===== src/sv/gelu_tanh_approx_unit_macros.svh =====
// Assertion macros for the GELU tanh approximation unit.
// Used by the top level; expects signals named clk and rst_n in scope.
`ifndef GELU_TANH_APPROX_UNIT_MACROS_SVH
`define GELU_TANH_APPROX_UNIT_MACROS_SVH

// Same-cycle implication, disabled while in reset
`define GTA_ASSERT_IMP(name, ante, cons, msg) \
  name: assert property (@(posedge clk) disable iff (!rst_n) (ante) |-> (cons)) \
    else $error(msg);

// Next-cycle implication, disabled while in reset
`define GTA_ASSERT_NXT(name, ante, cons, msg) \
  name: assert property (@(posedge clk) disable iff (!rst_n) (ante) |=> (cons)) \
    else $error(msg);

`endif


===== src/sv/gta_pkg.sv =====
// Shared types and constants for the GELU tanh approximation unit.
// No dependencies; used by all RTL modules through scoped names.
`default_nettype none

package gta_pkg;

  // Q.24 unsigned fixed point
  localparam int QB = 24;
  localparam logic [24:0] QONE = 25'h1000000;
  localparam logic [27:0] A_LIMIT = 28'h8000000;   // 8.0 in Q.24
  localparam logic [25:0] DEN_MAX = 26'h2000000;   // 2.0 in Q.24

  // Scaled constants
  localparam logic [19:0] K_CUBE  = 20'd750193;    // 0.044715
  localparam logic [24:0] K_TWOZ  = 25'd26772563;  // 2 * sqrt(2/pi)
  localparam logic [24:0] K_LOG2E = 25'd24204406;  // log2(e)
  localparam logic [23:0] K_LN2   = 24'd11629080;  // ln(2)

  // Exponential series and reciprocal divider
  localparam int SERIES_ORDER = 7;
  localparam int RECIP_SHIFT  = 28;
  localparam int QUO_W        = 25;
  localparam logic [25:0] REM_INIT = 26'h0800000; // top numerator bits, 2^23

  // Per-sample sideband carried alongside the datapath
  typedef struct packed {
    logic        vld;
    logic        neg;
    logic [16:0] ax;
    logic        last;
  } tag_t;

  // Lane through the exponential series cells
  typedef struct packed {
    tag_t        tag;
    logic [23:0] w;
    logic [6:0]  n;
    logic [24:0] p;
  } exp_lane_t;

  // Lane through the reciprocal divider cells
  typedef struct packed {
    tag_t        tag;
    logic [25:0] den;
    logic [25:0] rem;
    logic [24:0] quo;
  } div_lane_t;

endpackage

`default_nettype wire


===== src/sv/gta_series_cell.sv =====
// One Horner step of the exp series: p <= 1 - (w * p) / DIV_K, in Q.24.
// Two register stages (multiply, then reciprocal multiply). Depends on gta_pkg.
`default_nettype none

module gta_series_cell #(
  parameter int DIV_K = 7
) (
  input  logic                  clk,
  input  logic                  rst_n,
  input  gta_pkg::exp_lane_t    lane_in,
  output gta_pkg::exp_lane_t    lane_out
);

  // ceil(2^28 / k): exact floor division for dividends below 2^25
  localparam logic [28:0] RECIP =
    29'(((64'd1 << gta_pkg::RECIP_SHIFT) + 64'(DIV_K) - 64'd1) / 64'(DIV_K));

  gta_pkg::exp_lane_t a_lane_r;
  logic [23:0]        prod_r;
  logic [23:0]        prod_nxt;
  logic [48:0]        wp_full;

  gta_pkg::exp_lane_t b_lane_r;
  gta_pkg::exp_lane_t b_lane_nxt;
  logic [52:0]        q_full;
  logic [23:0]        quot;

  // Stage A: w * p, back to Q.24
  always_comb begin
    wp_full  = 49'(lane_in.w) * 49'(lane_in.p);
    prod_nxt = wp_full[47:24];
  end

  always_ff @(posedge clk) begin
    a_lane_r <= lane_in;
    prod_r   <= prod_nxt;
    if (!rst_n) begin
      a_lane_r.tag.vld <= 1'b0;
    end
  end

  // Stage B: divide by constant via reciprocal, subtract from one
  always_comb begin
    q_full       = 53'(prod_r) * 53'(RECIP);
    quot         = q_full[gta_pkg::RECIP_SHIFT +: 24];
    b_lane_nxt   = a_lane_r;
    b_lane_nxt.p = gta_pkg::QONE - 25'(quot);
  end

  always_ff @(posedge clk) begin
    b_lane_r <= b_lane_nxt;
    if (!rst_n) begin
      b_lane_r.tag.vld <= 1'b0;
    end
  end

  assign lane_out = b_lane_r;

endmodule

`default_nettype wire


===== config.mk =====
export PLATFORM = sky130hd
export DESIGN_NAME = gta_series_cell
export DESIGN_NICKNAME = d
export VERILOG_FILES = /design/src/sv/gelu_tanh_approx_unit_macros.svh /design/src/sv/gta_pkg.sv /design/src/sv/gta_series_cell.sv
export SDC_FILE = /design/constraint.sdc
export NUM_CORES = 2
export LEC_CHECK = 0
export BUFFER_PORTS_ARGS = -buffer_cell sky130_fd_sc_hd__buf_2
export CORE_MARGIN = 10
export CORE_UTILIZATION = 50
export DETAILED_ROUTE_END_ITERATION = 16
export GPL_TIMING_DRIVEN = 0
export PLACE_DENSITY_LB_ADDON = 0.1
export REMOVE_ABC_BUFFERS = 1
export SYNTH_ARGS = -nofsm -noshare
export SYNTH_HDL_FRONTEND = slang
export SYNTH_SLANG_ARGS = --single-unit

===== constraint.sdc =====
create_clock -name clk -period 9.95 [get_ports clk]
set_input_delay 1.99 -clock clk [delete_from_list [all_inputs] [get_ports clk]]
set_output_delay 1.99 -clock clk [all_outputs]
set_load 0.005 [all_outputs]

=== Word-level counts from Yosys, hierarchy flattened ===
Index checks and enable logic that the tools add are counted.

* Register bits: 151
* Bits in latches: 0
* Memory bits (writable): 0
* ROM bits: 0
* Input bits: 78
* Output and inout bits: 76
* Logic and storage cells: 17
* Memories: 0

* Add/subtract/negate cells: 1
* Multipliers: 2
* Divide/modulo/power cells: 0
* $lt $le $gt $ge: 0
* Equal/unequal tests: 0
* Shifts and indexed selects: 0
* Multiplexer cells: 0
* Bitwise operators: 0
* Reduce and logical (&&, ||, !) cells: 0

{| class="wikitable"
|+ Operator list
! kind !! number
|-
| $mul A24 B26 Y50 const B || 1
|-
| $mul A24 B25 Y48 || 1
|-
| $sub A25 B22 Y25 const A || 1
|}

=== Longest topological paths before layout ===
* Depth in word-level cells: 2
* Mapped depth: 28

=== Least setup slack after synthesis ===
OpenSTA, ideal clock, no wires.

* Kind: input to register
* Start: input lane_in[35] (netlist name)
* End: register prod_r[23]
* Arrival time: 8.400 ns
* Slack: 1.432 ns
* Stages: 27
* Cells stage by stage: clkbuf_1 -> clkbuf_1 -> nand2_1 -> fa_1 -> inv_1 -> fa_1 -> fa_1 -> inv_1 -> fa_1 -> inv_1 -> fa_1 -> inv_1 -> fa_1 -> inv_1 -> fa_1 -> ha_1 -> nand3_1 -> nor2_1 -> o2111ai_1 -> a21oi_1 -> a2bb2oi_1 -> nand3_1 -> a41oi_1 -> nor4_1 -> nor3_1 -> a41o_1 -> xnor2_1

* Cells in the longest elaborated chain, start to end: 1

{| class="wikitable"
|+ RTL lines
! element !! RTL line !! text
|-
| start: declaration || gta_series_cell.sv:10 || <nowiki>input gta_pkg::exp_lane_t lane_in,</nowiki>
|-
| $mul A24 B25 Y48 || gta_series_cell.sv:30 || <nowiki>wp_full = 49'(lane_in.w) * 49'(lane_in.p);</nowiki>
|-
| named net wp_full[47] || gta_series_cell.sv:21 || <nowiki>logic [48:0] wp_full;</nowiki>
|-
| end signal: assignment || gta_series_cell.sv:36 || <nowiki>prod_r <= prod_nxt;</nowiki>
|-
| end: declaration || gta_series_cell.sv:19 || <nowiki>logic [23:0] prod_r;</nowiki>
|}

The timed path passes the listed nets, and every way through them passes these cells.
A chain may end at the register's enable or synchronous reset.

=== Worst setup path in the final report ===
* Start: input lane_in[41] (netlist name)
* End: register prod_r[22]

The elaborated chain is that of the path after synthesis.

==> reports/qor.yml <==
outcome:
  status: "finished clean"
clock_tree:
  cts.clk_slew.worst_paths_ps: 80
  clockBufferDepth: 2
  clock-sinks: 151
  htree_levels: 4
  cts_resized: 0
  tritoncts: "done"
  clk_latency_ps: 450
  numCtsBuffers: 17
  holdBufCountCts: 0
  cts_setup_buffers: 0
  root_buffer: "clkbuf_16"
worst_setup_path:
  cp-end-kind: "flip-flop"
  reg2reg_slack_ps: 2380
  crit_type: "input pin to flip-flop"
  cp_data_arrival_time_ps: 9630
  crit_required_ps: 10300
  start_kind: "input pin"
  cp_max_fo: 26
routing:
  vias: 20895
  drt_iter0_drc: 983
  drtPass1Iterations: 5
  maxUsedRoutingLayer: "met4"
  met3_wirelength_um: 4380
  via_per_inst: 5.31
  avgRoutedWirePerCell_um: 19.5
  wl_um: 76800
  post-route-drc-count: 0
  met1_length_um: 33700
  met2WireLength_um: 36700
  ant_nets: 0
hold_path:
  min_path_type: "flip-flop to flip-flop"
finish:
  fillers: 5441
  final_nets: 4226
  seqCellArea_um2: 3020
  multiInputGateArea_um2: 23400
  syn_to_final_growth_pct: 6.56
  drive_above_1_share: 0.0670
sta:
  tns_ps: 0
  hold_violations: 0
  drv_slew: 0
  fin_skew_ps: 18.6
  relSlewSlack: 0.458
  max_freq_mhz: 108
  layout_min_cycle_time_ps: 9280
  worst_slew_pin_slew_ps: 813
  finalSetupViolations: 0
  rsz0062_at_grt: "no"
  fin_crit_sh: 0.932
grt:
  grt_pass1_wl_um: 125000
  overflow: 0
  grt_use_total: 0.226
  grt_max_degree: 27
  grt_antenna_before_repair: 4
  grt_pass1_vias: 23178
placement:
  place_congestion: 0.863
  place.port_buffers: 153
  dpl.hpwl_um: 59600
die:
  core_area_um2: 58800
  pin_count: 154
  dieHeight_um: 263
  die_area_um2: 69200
  die_w_um: 263
  start_util: 0.502
  num_rows: 89
synth:
  ys_seq_area_frac: 0.102
  synth_edf_count: 0
  synthCells: 3090
  syn_area_per_cell_um2: 9.56
  ys.flop_type: "dfxtp_1"
  ys_warn_count: 0
  synth_cell_type_count: 76
  synth.cell_area_um2: 29500
  synth-async-reset-ratio: 0
  yosys_register_bits: 151
job:
  cap_violations: 0
[critical path, cell delays in order]
cell and delay, ps:
buf_2 570, nand2_1 170, fa_1 560, inv_1 50, fa_1 530, inv_1 50
fa_1 500, inv_1 50, fa_1 520, inv_1 50, fa_1 460, fa_1 490
inv_1 50, fa_1 470, ha_1 340, nand2_1 60, nor2_1 210, o2111ai_1 210
a21oi_1 330, a2bb2oi_2 420, nand3_1 170, a41oi_1 430, nor4_1 90, nor3_1 440
a31oi_1 170, xnor2_1 220
[cell type report]
cell class	instances	share of cell area
Antenna cell	2	0.000159
Clock buffer	17	0.0135
Inverter	714	0.0851
Multi-Input combinational cell	2112	0.744
Clock inverter	15	0.00616
Sequential cell	151	0.0960
Tap cell	773	0.0307
Timing Repair Buffer	153	0.0243
[cells in the final DEF (no fill, tap or decap), drive strengths merged, types with 4 or more instances in the layout]
cell type,netlist,layout
a211oi,9,9
a21o,38,38
a21oi,66,66
a311oi,4,4
a31o,4,4
a31oi,7,7
and2,256,256
and3,7,7
and4,7,7
buf,1,153
clkbuf,112,17
clkinv,0,7
dfxtp,151,151
fa,619,619
ha,380,380
inv,714,722
mux2i,4,4
nand2,401,401
nand2b,5,5
nand3,18,18
nand4,17,17
nor2,53,53
nor2b,12,12
nor3,16,16
nor4,4,4
o2111ai,6,6
o211ai,13,13
o21a,19,19
o21ai,28,28
o21bai,7,7
o31ai,4,4
or2,6,6
xnor2,39,39
xor2,19,19
[kinds of logic after synthesis]
group                    share of synthesized area
adder cells (fa/ha/maj)                      0.580
XOR/XNOR                                    0.0185
AND/OR/NAND/NOR                              0.136
AO/OA/AOI/OAI                               0.0555
buffers and inverters                        0.105
multiplexers                               0.00186
flip-flops                                   0.102
[cell usage after synthesis (4+ instances only)]
library cell  number  area [um^2]
fa_1             619        12400
nand4_1           15         93.8
and4_1             6         52.6
a211oi_1           9         67.6
o21ai_1            4         20.0
a21oi_1           65          325
nand2_1          401         1510
nor2b_1           12         75.1
clkbuf_1         112          420
dfxtp_1          151         3020
xnor2_1           38          333
o2111ai_1          6         52.6
a311oi_1           4         35.0
nand2b_1           5         31.3
a21o_1            38          285
ha_1             380         4750
inv_1            714         2680
xor2_1            18          158
mux2i_1            4         40.0
nor3_1            14         70.1
o31ai_1            4         30.0
o21ai_0           24          120
and3_1             7         43.8
o21bai_1           7         52.6
a31oi_1            6         37.5
nor2_1            53          199
o211ai_1          11         82.6
and2_1           256         1600
nand3_1           17         85.1
o21a_1            19          143
[final timing paths]
check | from | endpoint | depth (start not counted)
max | lane_in[41] | prod_r[22]$_DFF_P_ | 26
min | a_lane_r[26]$_DFF_P_ | lane_out[26]$_DFF_P_ | 0
max reg2reg | prod_r[16]$_DFF_P_ | lane_out[21]$_DFF_P_ | 24
min reg2reg | a_lane_r[26]$_DFF_P_ | lane_out[26]$_DFF_P_ | 0
[sequential cells by signal, summed over array words and instances (netlist names)]
signal,flops
a_lane_r,51
prod_r,24
lane_out,76
[routing by layer]
layer / GRT usage / vias to the layer above
met1: 0.297 / 10661
li1: - / 9442
met2: 0.382 / 665
met4: 0.0651 / 0
met5: 0 / -
met3: 0.0318 / 127
[stage by stage]
| step | util | hold slack [ps] | setup WS, ps | std cells | instance area, um^2 |
|---|---|---|---|---|---|
| after floorplan | - | 310 | 1870 | 2977 | 29100 |
| after global placement | 0.525 | 310 | -104 | 3903 | 30800 |
| after detailed placement | 0.525 | 312 | -82.3 | 3903 | 30800 |
| after CTS | 0.535 | 319 | 395 | 3935 | 31500 |
| after global routing | 0.535 | 323 | 219 | 3936 | 31500 |
| final | 0.535 | 319 | 675 | 3937 | 31500 |
Power is not shown: default switching activity piles up to over one toggle a cycle in this logic, so the estimate is an artifact.
