## config.mk

```make
export PLATFORM = sky130hd
export DESIGN_NAME = gta_div_cell
export DESIGN_NICKNAME = d
export VERILOG_FILES = /design/src/sv/gelu_tanh_approx_unit_macros.svh /design/src/sv/gta_pkg.sv /design/src/sv/gta_div_cell.sv
export SDC_FILE = /design/constraint.sdc
export NUM_CORES = 1
export LEC_CHECK = 0
export BUFFER_PORTS_ARGS = -buffer_cell sky130_fd_sc_hd__buf_2
export CORE_MARGIN = 3
export CORE_UTILIZATION = 36
export CTS_BUF_LIST = sky130_fd_sc_hd__clkbuf_8 sky130_fd_sc_hd__clkbuf_16
export DETAILED_ROUTE_END_ITERATION = 7
export MAX_ROUTING_LAYER = met4
export PLACE_DENSITY = 0.75
export SLEW_MARGIN = 20
export SYNTH_ARGS = -nofsm -noshare
export SYNTH_HDL_FRONTEND = slang
export SYNTH_SLANG_ARGS = --single-unit
```

## constraint.sdc

```tcl
create_clock -name clk -period 4.86 [get_ports clk]
set_input_delay 0.243 -clock clk [delete_from_list [all_inputs] [get_ports clk]]
set_output_delay 0.243 -clock clk [all_outputs]
set_load 0.005 [all_outputs]
```

## src/sv/gelu_tanh_approx_unit_macros.svh

```systemverilog
// Assertion macros for the GELU tanh approximation unit.
// Used by the top level; expects signals named clk and rst_n in scope.
`ifndef GELU_TANH_APPROX_UNIT_MACROS_SVH
`define GELU_TANH_APPROX_UNIT_MACROS_SVH

// Same-cycle implication, disabled while in reset
`define GTA_ASSERT_IMP(name, ante, cons, msg) \
  name: assert property (@(posedge clk) disable iff (!rst_n) (ante) |-> (cons)) \
    else $error(msg);

// Next-cycle implication, disabled while in reset
`define GTA_ASSERT_NXT(name, ante, cons, msg) \
  name: assert property (@(posedge clk) disable iff (!rst_n) (ante) |=> (cons)) \
    else $error(msg);

`endif

```

## src/sv/gta_pkg.sv

```systemverilog
// Shared types and constants for the GELU tanh approximation unit.
// No dependencies; used by all RTL modules through scoped names.
`default_nettype none

package gta_pkg;

  // Q.24 unsigned fixed point
  localparam int QB = 24;
  localparam logic [24:0] QONE = 25'h1000000;
  localparam logic [27:0] A_LIMIT = 28'h8000000;   // 8.0 in Q.24
  localparam logic [25:0] DEN_MAX = 26'h2000000;   // 2.0 in Q.24

  // Scaled constants
  localparam logic [19:0] K_CUBE  = 20'd750193;    // 0.044715
  localparam logic [24:0] K_TWOZ  = 25'd26772563;  // 2 * sqrt(2/pi)
  localparam logic [24:0] K_LOG2E = 25'd24204406;  // log2(e)
  localparam logic [23:0] K_LN2   = 24'd11629080;  // ln(2)

  // Exponential series and reciprocal divider
  localparam int SERIES_ORDER = 7;
  localparam int RECIP_SHIFT  = 28;
  localparam int QUO_W        = 25;
  localparam logic [25:0] REM_INIT = 26'h0800000; // top numerator bits, 2^23

  // Per-sample sideband carried alongside the datapath
  typedef struct packed {
    logic        vld;
    logic        neg;
    logic [16:0] ax;
    logic        last;
  } tag_t;

  // Lane through the exponential series cells
  typedef struct packed {
    tag_t        tag;
    logic [23:0] w;
    logic [6:0]  n;
    logic [24:0] p;
  } exp_lane_t;

  // Lane through the reciprocal divider cells
  typedef struct packed {
    tag_t        tag;
    logic [25:0] den;
    logic [25:0] rem;
    logic [24:0] quo;
  } div_lane_t;

endpackage

`default_nettype wire

```

## src/sv/gta_div_cell.sv

```systemverilog
// One restoring-division step of s = (2^48 + den/2) / den: one quotient bit.
// Numerator low bits come from den/2. Depends on gta_pkg.
`default_nettype none

module gta_div_cell #(
  parameter int BIT_IDX = 24
) (
  input  logic                  clk,
  input  logic                  rst_n,
  input  gta_pkg::div_lane_t    lane_in,
  output gta_pkg::div_lane_t    lane_out
);

  gta_pkg::div_lane_t lane_r;
  gta_pkg::div_lane_t lane_nxt;
  logic [24:0]        den_half;
  logic [25:0]        rem_sh;

  // Shift in next numerator bit, trial subtract
  always_comb begin
    den_half = lane_in.den[25:1];
    rem_sh   = {lane_in.rem[24:0], den_half[BIT_IDX]};
    lane_nxt = lane_in;
    if (rem_sh >= lane_in.den) begin
      lane_nxt.rem          = rem_sh - lane_in.den;
      lane_nxt.quo[BIT_IDX] = 1'b1;
    end else begin
      lane_nxt.rem = rem_sh;
    end
  end

  always_ff @(posedge clk) begin
    lane_r <= lane_nxt;
    if (!rst_n) begin
      lane_r.tag.vld <= 1'b0;
    end
  end

  assign lane_out = lane_r;

endmodule

`default_nettype wire

```

* Word-level counts from Yosys, hierarchy flattened
Cells that the tools add are included.
** Operators by class
- Add/sub/neg operators :: 1
- $lt $le $gt $ge :: 1
- Mux-type cells :: 1
** Operator list (number)
- greater-or-equal comparator 26 bit :: 1
- two-way mux 26 bit :: 1
- subtractor 26 bit :: 1
** Word-level totals
- Flip-flop bits (word level) :: 97
- Input port bits :: 99
- Output and inout bits :: 97
- Logic and storage cells :: 11

* Longest topological paths before layout
Gate-level depths: netlist of the first run.
- Depth in word-level cells :: 2
- Gate-level depth with buffers :: 11
- Mapped depth without buffers :: 10

* Least setup slack after synthesis of the first run
OpenSTA, ideal clock, no wires.
- Path kind :: input-to-reg
- From :: input lane_in[76] (netlist name)
- To :: register lane_r, in the netlist lane_out[35]
- Library setup time :: 0.121 ns
- Arrival time :: 2.365 ns
- Path slack :: 2.374 ns
- Stages on the path :: 11
- Cell sequence :: inv_1 ha_1 inv_1 fa_1 a21o_1 a221oi_2 o21ai_2 nand4_4 nand3_4 buf_6 mux2_4
** RTL lines
- from (decl) :: line gta_div_cell.sv:10 : input gta_pkg::div_lane_t lane_in,
- to (signal assigned) :: line gta_div_cell.sv:33 : lane_r <= lane_nxt;
- to (decl) :: line gta_div_cell.sv:14 : gta_pkg::div_lane_t lane_r;

==> results of run 1 <==
cells in the mapped netlist, types with 2 or more instances:
master	number
o31ai_1	6
xnor2_1	7
a311oi_1	2
and2_1	4
nand2b_1	2
o21a_1	7
a21boi_0	3
a21oi_1	26
a21o_1	7
nor3_1	7
mux2_4	11
a211oi_1	3
o31a_1	3
and3_1	7
a21oi_2	2
buf_2	6
nor2_1	12
mux2_2	7
inv_1	33
nand3_1	4
a221oi_1	2
a31oi_1	3
ha_1	26
xor2_1	7
nand2_1	22
clkbuf_1	2
nand4_1	15
buf_6	2
o211ai_1	4
a211o_1	2
mux2i_1	2
o21bai_1	3
and3b_1	2
dfxtp_1	97
o21ai_0	19
and4_1	3
critical path: cells and delay by family:
kind	cells	cell delay (ps)
adders and majority gates	1	430
AOI/OAI and AO/OA	3	890
and+or+nand+nor	2	660
buffers and inverters	3	690
muxes	1	330
routing by layer:
metal  routed length [um]  global-route usage  up-vias
li1                     -                   -     1921
met3                  971              0.0598       13
met2                 6240               0.354      158
met1                 5530               0.244     1839
met4                  170              0.0649        0
met5                    0                   -        -
power groups by stage:
stage | registers [mW] | logic (mW) | clock network [mW]
after floorplan | 0.911 | 0.248 | 0
after global placement | 0.898 | 0.423 | 0
after detailed placement | 0.897 | 0.429 | 0
after CTS | 0.880 | 0.469 | 0.734
after global routing | 0.888 | 0.519 | 0.766
final | 0.881 | 0.470 | 0.717
area by class of cell:
type / count / area [sq um]
Fill cell: 971 / 4870
Sequential cell: 97 / 1940
Multi-Input combinational cell: 250 / 1940
Timing Repair Buffer: 255 / 1580
Clock buffer: 9 / 225
Tap cell: 140 / 175
Inverter: 33 / 124
Clock inverter: 7 / 73.8
metrics by stage:
step / cells / util
6_report: 791 / 0.554
5_1_grt: 791 / 0.554
4_1_cts: 790 / 0.553
3_5_place_dp: 714 / 0.471
3_3_place_gp: 714 / 0.471
2_1_floorplan: 391 / -
how the worst max path moves through the flow:
stage | slack, ps | cells after the start | to
after floorplan | 2370 | 11 | lane_out[35]
after global placement | 1800 | 11 | lane_out[26]
after detailed placement | 1740 | 11 | lane_out[26]
after CTS | 1860 | 10 | lane_out[26]
after global routing | 1690 | 10 | lane_out[26]
final | 1840 | 10 | lane_out[26]
cell families (layout without fill, tap and decap cells):
group / count (synthesis) / in the layout
flip-flops: 97 / 97
buffers and inverters: 44 / 304
AO/OA/AOI/OAI: 105 / 105
multiplexers: 20 / 20
AND/OR/NAND/NOR: 84 / 84
adder cells (fa/ha/maj): 27 / 27
XOR/XNOR: 14 / 14
==> flow_summary.json, run 1 <==
{
  "area_delta_synth_final_pct": 48.8,
  "final_area_sq_mm": 0.00606,
  "period_share": 0.621,
  "holdPathEnd": "lane_out[75]",
  "placed_cell_area_sq_mm": 0.00515,
  "synthMuxAreaShare": 0.0648,
  "cpPeakStageDelay_ps": 520,
  "synth_top_area_cell": "dfxtp_1",
  "gp_congestion": 0.871,
  "synth-compound-area-share": 0.181,
  "drc": 0,
  "cts_setup_buffers": 0,
  "critPathArrivalTime_ps": 3250,
  "ir_drop_uv": 258,
  "layout_min_cycle_time_ps": 3020,
  "whs_path_depth": 1,
  "hp-class": "input port to flop",
  "io_pins": 196,
  "crit_fanout": 10,
  "first_iter_violations": 199,
  "netlist_instances": 391,
  "synth_top_family_by_area": "compound AO/OA/AOI/OAI gates",
  "synth_edf_count": 0,
  "wl_per_cell_um": 16.3,
  "clkSlewWorstSetupHoldPaths_ps": 60,
  "synth_nets": 517,
  "dieArea_sq_mm": 0.0126,
  "cts_root_buffer": "clkbuf_16",
  "nNetsFinal": 772,
  "worst_pin_slew_ps": 587,
  "yosysUniqueCellTypes": 57,
  "antenna_found_initial": 0,
  "cp-end-kind": "flop",
  "power_mw": 2.07,
  "cts.sinks": 97,
  "start_kind": "input port",
  "yosysSeqAreaShare": 0.477,
  "synth_flop_cell": "dfxtp_1",
  "async_flop_share": 0,
  "p_leak_nw": 2.96,
  "rsz0062_at_grt": "no",
  "io_buffers": 194,
  "diodes": 0,
  "pre_cts_ws_ps": 1740,
  "yosysTopAreaCellShare": 0.477,
  "ys_ff_latch": 97,
  "grt_max_degree": 18,
  "dieHeight_um": 112,
  "synth_fa_ha_area_frac": 0.0848,
  "synth-xor-area-share": 0.0301,
  "fin_tns_setup_ps": 0,
  "hpwlAfterDp_um": 9330,
  "vias_per_cell": 4.97,
  "row_count": 38,
  "synth_area_per_cell_sq_um": 10.4,
  "power_density_mw_per_mm2": 341,
  "switching_share": 0.273,
  "core_area_sq_mm": 0.0109,
  "finalMaxSlewViolations": 0,
  "combPwrFrac": 0.227,
  "ant_nets": 0,
  "holdWs_ps": 18.7,
  "p_int_mw": 1.50,
  "yosys_warnings": 0,
  "startpoint": "lane_in[52]",
  "cts_hold_buffers": 60,
  "fp.dieW_um": 112,
  "p_seq_frac": 0.426,
  "vias": 3931,
  "drt-pass1-iter-count": 4,
  "worst-endpoint-required_ps": 5100,
  "grt_pass1_vias": 4082,
  "largest_register_ffs": 97,
  "cts_resized": 0,
  "cts_tree": "built",
  "grt_pass1_wl_um": 20700,
  "layout_commonest_cell": "buf_2",
  "grt_use_total": 0.211,
  "slowest_stage": "dlygate4sd3_1",
  "fmax_ghz": 0.331,
  "hold_start": "lane_in[75]",
  "grt.overflow.total": 0,
  "synth_area_leaders": "dfxtp_1 (48%), ha_1 (8.0%), mux2_4 (4.1%)",
  "max_slew_margin": 0.605,
  "htreeDepth": 3,
  "crit_path_cell_trace": "dlygate4sd3_1, buf_2, inv_1, fa_1, a21o_1, a221oi_2, o21ai_2, nand4_4, and3_1, mux2_4",
  "routed_wl_um": 12900,
  "hold_violations": 0,
  "layout-drive-gt1-share": 0.367,
  "cts.path.max_buffers": 2,
  "maxCapViolations": 0,
  "netlist_area_sq_mm": 0.00407,
  "layout_common_cells": "buf_2 (194), dfxtp_1 (97), dlygate4sd3_1 (61), inv_1 (33)",
  "switchingPower_mw": 0.566,
  "numCtsBuffers": 9,
  "synthSimpleGateAreaFrac": 0.116,
  "setup_viol": 0,
  "criticalPathCategory": "input port to flop",
  "status": "completed",
  "start_util": 0.372,
  "worst_slack_ps": 1840,
  "clkPwrFrac": 0.347
}
(Power assumes the default switching activity.)
==> run 2: changes to the inputs <==
- PLACE_DENSITY: 0.75 -> 0.77
- clock period: 4.86 -> 2.5 ns (I/O delays scaled with it)
==> run 2 against run 1 <==
  * Worst setup slack got worse by 1700 ps
  * Design area rose by 6.3%
  * Hold slack improved by 2.1 ps
  * Die area did not move
  * Utilization rose by 3.5 points
  * Sequential share of layout area fell by 1.9 points
  * First-iteration DRC count rose by 46%
  * Power rose by 100%
  * Critical path depth rose by 2
  * Routed wire length rose by 7.6%
  * Clock-buffer cell count rose by 1
  * Global-route usage rose by 1.6 points
  * Critical endpoint is now lane_out[48]
==> flow_summary.json, run 2 (synthesized netlist as in run 1, its figures left out) <==
{
  "crit_path_end": "lane_out[48]",
  "cp-end-kind": "flop",
  "startpoint": "lane_in[55]",
  "worst-endpoint-required_ps": 2730,
  "p_seq_frac": 0.415,
  "fillers": 936,
  "criticalPathCategory": "input port to flop",
  "clkPwrFrac": 0.340,
  "status": "completed",
  "start_util": 0.372,
  "final_cells": 829,
  "grt_max_degree": 17,
  "gp_congestion": 0.921,
  "numCtsBuffers": 9,
  "switching_share": 0.272,
  "max_slew_margin": 0.688,
  "period_share": 0.958,
  "layout_min_cycle_time_ps": 2400,
  "fmax_ghz": 0.417,
  "hp-class": "input port to flop",
  "cts.path.max_buffers": 2,
  "diodes": 0,
  "vias": 4080,
  "antenna_found_initial": 0,
  "hold_start": "lane_in[46]",
  "p_int_mw": 3.02,
  "hpwlAfterDp_um": 10100,
  "drt-pass1-iter-count": 4,
  "wl_per_cell_um": 16.7,
  "crit_fanout": 6,
  "layout-drive-gt1-share": 0.398,
  "start_kind": "input port",
  "rsz0062_at_grt": "no",
  "grt_use_total": 0.227,
  "power_density_mw_per_mm2": 644,
  "nNetsFinal": 810,
  "first_iter_violations": 290,
  "io_pins": 196,
  "ant_nets": 0,
  "grt.overflow.total": 0,
  "grt_pass1_vias": 4260,
  "vias_per_cell": 4.92,
  "io_buffers": 194,
  "clkSlewWorstSetupHoldPaths_ps": 70,
  "fin_tns_setup_ps": 0,
  "core_area_sq_mm": 0.0109,
  "hold_violations": 0,
  "setup_viol": 0,
  "dieArea_sq_mm": 0.0126,
  "switchingPower_mw": 1.13,
  "fp.dieW_um": 112,
  "cts.sinks": 97,
  "largest_register_ffs": 97,
  "finalMaxSlewViolations": 0,
  "htreeDepth": 3,
  "dieHeight_um": 112,
  "p_leak_nw": 3.13,
  "grt_pass1_wl_um": 22100,
  "maxCapViolations": 0,
  "combPwrFrac": 0.245,
  "layout_common_cells": "buf_2 (194), dfxtp_1 (97), dlygate4sd3_1 (72), inv_1 (34), buf_4 (26)",
  "dp_cells": 739,
  "cts_root_buffer": "clkbuf_16",
  "row_count": 38,
  "drc": 0,
  "routed_wl_um": 13900,
  "critPathArrivalTime_ps": 2630,
  "worst_pin_slew_ps": 463,
  "area_delta_synth_final_pct": 58.2,
  "ir_drop_uv": 412,
  "layout_commonest_cell": "buf_2",
  "cts_tree": "built"
}
-- run 2: routing by layer --
layer  GRT usage  share of wire
met1       0.263           0.42
met2       0.393           0.50
met3      0.0577          0.070
met4      0.0569          0.016
met5           -              0
-- run 2: final cells by class --
| class | instances | area, sq um | share of cell area |
|---|---|---|---|
| tap | 140 | 175 | 0.0272 |
| sequential | 97 | 1940 | 0.301 |
| inverter | 33 | 124 | 0.0192 |
| clock buffer | 10 | 239 | 0.0371 |
| multi-input combinational | 250 | 1990 | 0.309 |
| clock inverter | 6 | 66.3 | 0.0103 |
| timing repair buffer | 293 | 1900 | 0.295 |
-- run 2: what timing repair did --
item                                    in CTS  in global routing
endpoints found under the hold margin       71                  0
endpoints found under the setup margin       0                 25
hold buffers                                72                  0
gates resized for setup                      0                 17
buffers inserted                             0                  2
-- run 2: metrics by stage --
stage          power (mW)  instance area [sq um]  hold slack [ps]  setup slack, ps  utilization
6_report             4.15                   6440             20.8              104        0.589
5_1_grt              4.35                   6440             14.2             1.30        0.589
3_5_place_dp         2.64                   5340              229            -46.5        0.488
3_3_place_gp         2.63                   5340              227             33.6        0.488
4_1_cts              4.14                   6360             10.8             15.9        0.582
2_1_floorplan        2.25                   4070              153              132            -
-- run 2: how the worst min path moves through the flow --
stage          slack [ps]      endpoint  cells past startpoint
2_1_floorplan         150   lane_out[0]                      0
3_5_place_dp          230  lane_out[91]                      1
4_1_cts                10  lane_out[47]                      2
5_1_grt                10  lane_out[47]                      2
6_report               20  lane_out[47]                      2
3_3_place_gp          230  lane_out[84]                      1
-- run 2: worst max-delay path, cell delays in order --
cell	delay, ps
dlygate4sd3_1	530
buf_2	120
inv_1	50
ha_2	380
and3_1	180
a221oi_2	60
buf_4	170
o21ai_4	190
nand4_4	160
and3_4	230
buf_4	150
o31a_1	290
-- run 2: power by group through the flow --
stage | clock network (mW) | registers (mW) | logic, mW
6_report | 1.41 | 1.72 | 1.02
5_1_grt | 1.50 | 1.73 | 1.12
4_1_cts | 1.44 | 1.72 | 0.981
3_5_place_dp | 0 | 1.75 | 0.888
3_3_place_gp | 0 | 1.75 | 0.875
2_1_floorplan | 0 | 1.77 | 0.482
